[src/rrq_pkg.sv]
package rrq_pkg;

   localparam int ID_W      = 6;
   localparam int MAX_TASKS = 1 << ID_W;
   localparam int OP_W      = 3;

   localparam logic [OP_W-1:0] OP_ENQUEUE = 3'd0;
   localparam logic [OP_W-1:0] OP_REMOVE  = 3'd1;
   localparam logic [OP_W-1:0] OP_YIELD   = 3'd2;
   localparam logic [OP_W-1:0] OP_UNLINK  = 3'd3;
   localparam logic [OP_W-1:0] OP_QUERY   = 3'd4;

   localparam logic [ID_W-1:0] IDLE_TASK = '0;

   typedef struct packed {
      logic            rd_en;
      logic [ID_W-1:0] rd_addr;
      logic            nx_we;
      logic [ID_W-1:0] nx_addr;
      logic [ID_W-1:0] nx_data;
      logic            pv_we;
      logic [ID_W-1:0] pv_addr;
      logic [ID_W-1:0] pv_data;
   } link_cmd_type;

   typedef struct packed {
      logic [ID_W-1:0] nx;
      logic [ID_W-1:0] pv;
   } link_rd_type;

endpackage

[src/rrq_links.sv]
module rrq_links
   import rrq_pkg::*;
(
   input  logic         clock,
   input  link_cmd_type cmd,
   output link_rd_type  rd
);

   logic [ID_W-1:0] next_link_ff [MAX_TASKS];
   logic [ID_W-1:0] prev_link_ff [MAX_TASKS];
   logic [ID_W-1:0] nx_rd_ff;
   logic [ID_W-1:0] pv_rd_ff;

   always_ff @(posedge clock) begin
      if (cmd.nx_we) begin
         next_link_ff[cmd.nx_addr] <= cmd.nx_data;
      end
      if (cmd.rd_en) begin
         nx_rd_ff <= next_link_ff[cmd.rd_addr];
      end
   end

   always_ff @(posedge clock) begin
      if (cmd.pv_we) begin
         prev_link_ff[cmd.pv_addr] <= cmd.pv_data;
      end
      if (cmd.rd_en) begin
         pv_rd_ff <= prev_link_ff[cmd.rd_addr];
      end
   end

   assign rd.nx = nx_rd_ff;
   assign rd.pv = pv_rd_ff;

endmodule

[src/rrq_seq.sv]
module rrq_seq
   import rrq_pkg::*;
(
   input  logic            clock,
   input  logic            reset,
   input  logic            req_valid,
   output logic            req_ready,
   input  logic [OP_W-1:0] req_type,
   input  logic [ID_W-1:0] req_task_id,
   output logic            rsp_valid,
   input  logic            rsp_ready,
   output logic [ID_W-1:0] rsp_current_task,
   output logic            rsp_switch_needed,
   output logic [ID_W-1:0] rsp_removed_task,
   output logic            rsp_error,
   output link_cmd_type    cmd,
   input  link_rd_type     rd
);

   localparam logic ST_IDLE = 1'b0;
   localparam logic ST_EXEC = 1'b1;

   logic                 state_ff, state_in;
   logic [OP_W-1:0]      op_ff, op_in;
   logic [ID_W-1:0]      tgt_ff, tgt_in;
   logic [ID_W-1:0]      head_ff, head_in;
   logic [ID_W-1:0]      tail_ff, tail_in;
   logic                 empty_ff, empty_in;
   logic [MAX_TASKS-1:0] queued_ff, queued_in;
   logic                 rsp_valid_ff, rsp_valid_in;
   logic [ID_W-1:0]      rsp_cur_ff, rsp_cur_in;
   logic                 rsp_sw_ff, rsp_sw_in;
   logic [ID_W-1:0]      rsp_rem_ff, rsp_rem_in;
   logic                 rsp_err_ff, rsp_err_in;

   logic accept, slot_free;
   logic det_en, app_en, yield_mv, err;
   logic [ID_W-1:0] removed;

   assign req_ready = (state_ff == ST_IDLE);
   assign accept    = req_valid && req_ready;
   assign slot_free = !rsp_valid_ff || rsp_ready;

   always_comb begin
      det_en   = 1'b0;
      app_en   = 1'b0;
      yield_mv = 1'b0;
      err      = 1'b0;
      removed  = IDLE_TASK;
      case (op_ff)
         OP_ENQUEUE: begin
            if (queued_ff[tgt_ff]) begin
               err = 1'b1;
            end else begin
               app_en = 1'b1;
            end
         end
         OP_REMOVE: begin
            if (!queued_ff[tgt_ff]) begin
               err = 1'b1;
            end else begin
               det_en = 1'b1;
            end
         end
         OP_YIELD: begin
            yield_mv = !empty_ff && (head_ff != IDLE_TASK) && (head_ff != tail_ff);
         end
         OP_UNLINK: begin
            if (empty_ff) begin
               err = 1'b1;
            end else begin
               removed = head_ff;
               det_en  = 1'b1;
            end
         end
         default: begin
         end
      endcase
   end

   always_comb begin
      state_in     = state_ff;
      op_in        = op_ff;
      tgt_in       = tgt_ff;
      head_in      = head_ff;
      tail_in      = tail_ff;
      empty_in     = empty_ff;
      queued_in    = queued_ff;
      rsp_valid_in = rsp_valid_ff && !rsp_ready;
      rsp_cur_in   = rsp_cur_ff;
      rsp_sw_in    = rsp_sw_ff;
      rsp_rem_in   = rsp_rem_ff;
      rsp_err_in   = rsp_err_ff;
      cmd          = '0;

      cmd.rd_en   = accept;
      cmd.rd_addr = (req_type == OP_YIELD || req_type == OP_UNLINK) ? head_ff : req_task_id;

      case (state_ff)
         ST_IDLE: begin
            if (accept) begin
               op_in    = req_type;
               tgt_in   = cmd.rd_addr;
               state_in = ST_EXEC;
            end
         end
         ST_EXEC: begin
            if (slot_free) begin
               if (det_en) begin
                  queued_in[tgt_ff] = 1'b0;
                  if (head_ff == tgt_ff && tail_ff == tgt_ff) begin
                     empty_in = 1'b1;
                     head_in  = IDLE_TASK;
                     tail_in  = IDLE_TASK;
                  end else if (head_ff == tgt_ff) begin
                     head_in = rd.nx;
                  end else if (tail_ff == tgt_ff) begin
                     tail_in = rd.pv;
                  end else begin
                     cmd.nx_we   = 1'b1;
                     cmd.nx_addr = rd.pv;
                     cmd.nx_data = rd.nx;
                     cmd.pv_we   = 1'b1;
                     cmd.pv_addr = rd.nx;
                     cmd.pv_data = rd.pv;
                  end
               end
               if (app_en) begin
                  queued_in[tgt_ff] = 1'b1;
                  if (empty_ff) begin
                     head_in  = tgt_ff;
                     tail_in  = tgt_ff;
                     empty_in = 1'b0;
                  end else begin
                     cmd.nx_we   = 1'b1;
                     cmd.nx_addr = tail_ff;
                     cmd.nx_data = tgt_ff;
                     cmd.pv_we   = 1'b1;
                     cmd.pv_addr = tgt_ff;
                     cmd.pv_data = tail_ff;
                     tail_in     = tgt_ff;
                  end
               end
               if (yield_mv) begin
                  head_in     = rd.nx;
                  cmd.nx_we   = 1'b1;
                  cmd.nx_addr = tail_ff;
                  cmd.nx_data = head_ff;
                  cmd.pv_we   = 1'b1;
                  cmd.pv_addr = head_ff;
                  cmd.pv_data = tail_ff;
                  tail_in     = head_ff;
               end
               rsp_valid_in = 1'b1;
               rsp_cur_in   = empty_in ? IDLE_TASK : head_in;
               rsp_sw_in    = yield_mv;
               rsp_rem_in   = removed;
               rsp_err_in   = err;
               state_in     = ST_IDLE;
            end
         end
         default: begin
            state_in = ST_IDLE;
         end
      endcase
   end

   always_ff @(posedge clock) begin
      if (reset) begin
         state_ff     <= ST_IDLE;
         head_ff      <= IDLE_TASK;
         tail_ff      <= IDLE_TASK;
         empty_ff     <= 1'b1;
         queued_ff    <= '0;
         rsp_valid_ff <= 1'b0;
      end else begin
         state_ff     <= state_in;
         head_ff      <= head_in;
         tail_ff      <= tail_in;
         empty_ff     <= empty_in;
         queued_ff    <= queued_in;
         rsp_valid_ff <= rsp_valid_in;
      end
   end

   always_ff @(posedge clock) begin
      op_ff      <= op_in;
      tgt_ff     <= tgt_in;
      rsp_cur_ff <= rsp_cur_in;
      rsp_sw_ff  <= rsp_sw_in;
      rsp_rem_ff <= rsp_rem_in;
      rsp_err_ff <= rsp_err_in;
   end

   assign rsp_valid         = rsp_valid_ff;
   assign rsp_current_task  = rsp_cur_ff;
   assign rsp_switch_needed = rsp_sw_ff;
   assign rsp_removed_task  = rsp_rem_ff;
   assign rsp_error         = rsp_err_ff;

   a_empty_clear: assert property (@(posedge clock) disable iff (reset)
      empty_ff |-> (head_ff == IDLE_TASK && tail_ff == IDLE_TASK))
      else $error("empty queue with non-zero head or tail");

   a_empty_flags: assert property (@(posedge clock) disable iff (reset)
      empty_ff == (queued_ff == '0))
      else $error("empty flag disagrees with membership flags");

   a_ends_queued: assert property (@(posedge clock) disable iff (reset)
      !empty_ff |-> (queued_ff[head_ff] && queued_ff[tail_ff]))
      else $error("head or tail not marked queued");

   a_word_from_exec: assert property (@(posedge clock) disable iff (reset)
      $rose(rsp_valid_ff) |-> $past(state_ff == ST_EXEC))
      else $error("result word raised outside execute step");

endmodule

[src/round_robin_run_queue.sv]
// channel | ports                                       | direction
// --------+---------------------------------------------+----------
// req     | req_valid req_ready req_type req_task_id    | in
// rsp     | rsp_valid rsp_ready rsp_current_task        | out
//         | rsp_switch_needed rsp_removed_task rsp_error|
//
// On accept a word reads both link memories at the target task; the execute
// step then updates the links, head and tail and loads the result register.
// A new word is taken while the previous result still waits; the execute step
// holds only while that result register is occupied and rsp_ready is low.
// Reset clears the membership flags and the head, tail and empty state at
// once; the link memories need no clearing.
module round_robin_run_queue
   import rrq_pkg::*;
(
   input  logic            clock,
   input  logic            reset,
   input  logic            req_valid,
   output logic            req_ready,
   input  logic [OP_W-1:0] req_type,
   input  logic [ID_W-1:0] req_task_id,
   output logic            rsp_valid,
   input  logic            rsp_ready,
   output logic [ID_W-1:0] rsp_current_task,
   output logic            rsp_switch_needed,
   output logic [ID_W-1:0] rsp_removed_task,
   output logic            rsp_error
);

   link_cmd_type cmd;
   link_rd_type  rd;

   rrq_seq u_seq (
      .clock             (clock),
      .reset             (reset),
      .req_valid         (req_valid),
      .req_ready         (req_ready),
      .req_type          (req_type),
      .req_task_id       (req_task_id),
      .rsp_valid         (rsp_valid),
      .rsp_ready         (rsp_ready),
      .rsp_current_task  (rsp_current_task),
      .rsp_switch_needed (rsp_switch_needed),
      .rsp_removed_task  (rsp_removed_task),
      .rsp_error         (rsp_error),
      .cmd               (cmd),
      .rd                (rd)
   );

   rrq_links u_links (
      .clock (clock),
      .cmd   (cmd),
      .rd    (rd)
   );

endmodule

[config.mk]
export PLATFORM = sky130hd
export DESIGN_NAME = round_robin_run_queue
export DESIGN_NICKNAME = d
export VERILOG_FILES = /design/src/rrq_pkg.sv /design/src/rrq_links.sv /design/src/rrq_seq.sv /design/src/round_robin_run_queue.sv
export SDC_FILE = /design/constraint.sdc
export NUM_CORES = 1
export LEC_CHECK = 0
export BUFFER_PORTS_ARGS = -buffer_cell sky130_fd_sc_hd__buf_2
export CAP_MARGIN = 20
export CORE_MARGIN = 2
export CORE_UTILIZATION = 68
export DETAILED_ROUTE_END_ITERATION = 8
export PLACE_DENSITY_LB_ADDON = 0.12
export RECOVER_POWER = 100
export SETUP_SLACK_MARGIN = 0.5
export SYNTH_ARGS = -nofsm -noshare
export SYNTH_HDL_FRONTEND = slang
export SYNTH_HIERARCHICAL = 1
export SYNTH_SLANG_ARGS = --single-unit
[constraint.sdc]
create_clock -name clock -period 12.95 [get_ports clock]
set_input_delay 0.6475 -clock clock [delete_from_list [all_inputs] [get_ports clock]]
set_output_delay 0.6475 -clock clock [all_outputs]
set_load 0.02 [all_outputs]
==> flow_summary.json <==
{
  "critical_path_class": "flip-flop to flip-flop",
  "design.die.area_um2": 55700,
  "grt_pass1_wl_mm": 127,
  "grt_max_degree": 111,
  "hold_end": "u_seq/op_ff[0]",
  "setup_viol": 0,
  "cts_tree": "done",
  "synth_fa_ha_area_share_pct": 0,
  "dpl_cell_area_um2": 37200,
  "portBuffers": 28,
  "drc": 0,
  "final_cell_mix": "edfxtp_1, mux4_2, nor2_1",
  "pre_cts_slack_ns": 6.97,
  "synth-xor-area-share_pct": 0.455,
  "ys_warn_count": 6,
  "cts_htree_levels": 3,
  "ir_drop_uv": 108,
  "syn-num-nets": 2206,
  "worstReg2RegStart": "u_seq/tgt_ff[2]",
  "drt_iter0_markers": 2930,
  "grt-ovfl-total": 0,
  "viasPerCell": 7.06,
  "die_y_um": 236,
  "wl_per_cell_um": 28.6,
  "synth_compound_area_share_pct": 6.47,
  "synth_top_family_by_area": "multiplexers",
  "post_cts_buffers": 0,
  "drive_gt1_share_pct": 17.0,
  "clock_latency_ns": 0.63,
  "final_cell_area_um2": 39900,
  "fin_crit_ns": 9.28,
  "initial_utilization_pct": 68.4,
  "setup_tns_ns": 0,
  "core_um2": 53500,
  "synth_edf_count": 803,
  "clockRootBuffer": "clkbuf_16",
  "crit_fanout": 69,
  "hp-class": "input pin to flip-flop",
  "startpoint_type": "flip-flop",
  "fmax_mhz": 108,
  "io-pin-count": 29,
  "holdPathStages": 1,
  "ant_nets": 0,
  "clockBufferDepth": 3,
  "violations": "max-capacitance violations, max-slew violations",
  "rsz0062_at_grt": "no",
  "grt_use_total_pct": 30.7,
  "ctsResizeCount": 0,
  "async_flop_share_pct": 0,
  "clk_pin_slew_ns": 0.06,
  "synth_top_area_cell": "edfxtp_1",
  "clock-sinks": 882,
  "maxCapViolCount": 18,
  "wl_mm": 84.5,
  "power.density_nw_per_um2": 149,
  "arrival_ns": 9.54,
  "synth-simple-area-share_pct": 5.95,
  "finalHoldViolCount": 0,
  "firstDrtPassIters": 8,
  "dp_hpwl_mm": 48.4,
  "dp.cells": 2796,
  "finalNonFillerCells": 2952,
  "hold_ws_ns": 0.204,
  "chipWidth_um": 236,
  "cp.required_ns": 13.21,
  "vias": 20800,
  "antenna_found_initial": 0,
  "hp-start": "req_type[0]",
  "outcome": "complete, but fails checks",
  "synthFlopType": "edfxtp_1",
  "timing.final.ws_setup_ns": 3.67,
  "std_cell_rows": 85,
  "finClkSkew_ns": 0.0209,
  "cts_made_buffers": 84,
  "final_nets": 2202,
  "synth-seq-area-share_pct": 70.2,
  "worst_slew_pin_slew_ns": 4.13,
  "synth_top_area_share_pct": 65.9,
  "p_leak_nw": 13.2,
  "syn_area_um2": 36600,
  "p_total_mw": 5.95,
  "grt_pass1_vias": 20300,
  "worst_r2r_path_depth": 11,
  "r2r-end": "u_links/next_link_ff[59][0]",
  "slew_viol_final": 1170,
  "antenna_cells": 0,
  "ys_seq_elements": 882,
  "r2r_slack_ns": 3.67,
  "fin_crit_sh_pct": 71.7,
  "cp-end-kind": "flip-flop",
  "syn2layout_area_growth_pct": 8.99,
  "layout_commonest_cell": "edfxtp_1",
  "synth_area_per_cell_um2": 16.7,
  "synthDistinctLibCells": 74,
  "gp_congestion": 0.934,
  "synth_area_leaders": "edfxtp_1, mux4_2, dfxtp_1",
  "synthCells": 2193,
  "max_slew_margin_pct": -175,
  "fin_util_pct": 74.6,
  "synth.area.mux_share_pct": 14.3,
  "cts_hold_buf": 0
}
power by group:
part	switching, mW	leakage (nW)	internal, mW
logic	0.205	2.98	0.125
clock network	1.03	1.38	1.49
registers	0.0140	8.85	3.08
worst max-delay path by stage:
stage | from | end | slack (ns) | cells past startpoint
6_report | u_seq/tgt_ff[2] | u_links/next_link_ff[59][0] | 3.67 | 11
3_3_place_gp | u_seq/tgt_ff[2] | u_links/next_link_ff[63][2] | 7.23 | 11
2_1_floorplan | u_seq/tgt_ff[2] | u_links/next_link_ff[39][0] | 7.34 | 17
5_1_grt | u_seq/tgt_ff[2] | u_links/next_link_ff[59][5] | 3.32 | 11
3_5_place_dp | u_seq/tgt_ff[2] | u_links/next_link_ff[7][1] | 6.97 | 11
4_1_cts | u_seq/tgt_ff[2] | u_links/next_link_ff[63][0] | 6.94 | 11
registers in the layout (all words and copies together), names as in the netlist:
register,cells
u_links/next_link_ff,384
u_links/prev_link_ff,384
u_seq/queued_ff,64
u_links/nx_rd_ff,6
u_links/pv_rd_ff,6
u_seq/head_ff,6
u_seq/rsp_current_task,6
u_seq/rsp_removed_task,6
u_seq/tail_ff,6
u_seq/tgt_ff,6
u_seq/op_ff,3
u_seq/empty_ff,1
u_seq/rsp_error,1
u_seq/rsp_switch_needed,1
u_seq/rsp_valid,1
u_seq/state_ff,1
layer usage:
metal | GRT usage [%] | wire length (µm) | part of all wire (%)
met1 | 44.6 | 32500 | 38
met2 | 48.1 | 40300 | 48
met3 | 5.47 | 8460 | 10
met4 | 10.7 | 3230 | 3.8
met5 | 0 | 0 | 0
area by class of cell:
type,count,area [µm²]
sequential,882,25700
clock inverter,53,657
clock buffer,100,2180
fill,3031,13600
multi-input combinational,1132,10000
timing repair buffer,74,409
inverter,15,56.3
tap,696,871
worst max-delay path, stage by stage, from the launching register on:
cell and delay [ns]:
edfxtp_1 1.05, inv_1 0.45, a221oi_1 0.33, o2bb2ai_1 0.10
o2111ai_1 0.33, nand4_1 0.50, o31ai_1 0.97, a22oi_1 0.25
nor2_4 0.14, clkbuf_1 2.34, nand3_1 1.54, nor2_1 0.88
cells by family (layout without fill, tap and decap cells):
family,count (synthesis),after routing
flip-flops,882,882
AND/OR/NAND/NOR,481,481
AO/OA/AOI/OAI,336,336
multiplexers,296,296
buffers and inverters,179,242
XOR/XNOR,19,19
synth_stat cells, types with 5 or more instances:
| cell type | instances |
|---|---|
| a221oi_2 | 12 |
| nor2b_1 | 17 |
| a221oi_1 | 21 |
| o21bai_1 | 6 |
| a22oi_1 | 27 |
| nand2_1 | 135 |
| o21ai_1 | 5 |
| nor3_1 | 15 |
| nand3b_1 | 8 |
| nand3_1 | 94 |
| nand4_1 | 8 |
| a31o_1 | 9 |
| o21ai_0 | 76 |
| clkbuf_1 | 76 |
| nand2b_1 | 13 |
| o31ai_1 | 6 |
| nor2_1 | 158 |
| dfxtp_1 | 79 |
| nor4_1 | 5 |
| o41ai_1 | 5 |
| a21oi_1 | 85 |
| buf_2 | 37 |
| or3_1 | 5 |
| o32ai_1 | 6 |
| mux2_2 | 6 |
| and2_1 | 9 |
| buf_4 | 29 |
| buf_6 | 18 |
| a32oi_1 | 7 |
| mux2_1 | 6 |
| mux2i_1 | 105 |
| o22ai_1 | 17 |
| a32o_1 | 10 |
| inv_1 | 9 |
| mux4_2 | 179 |
| xnor2_1 | 19 |
| edfxtp_1 | 803 |
(Power assumes the default switching activity.)
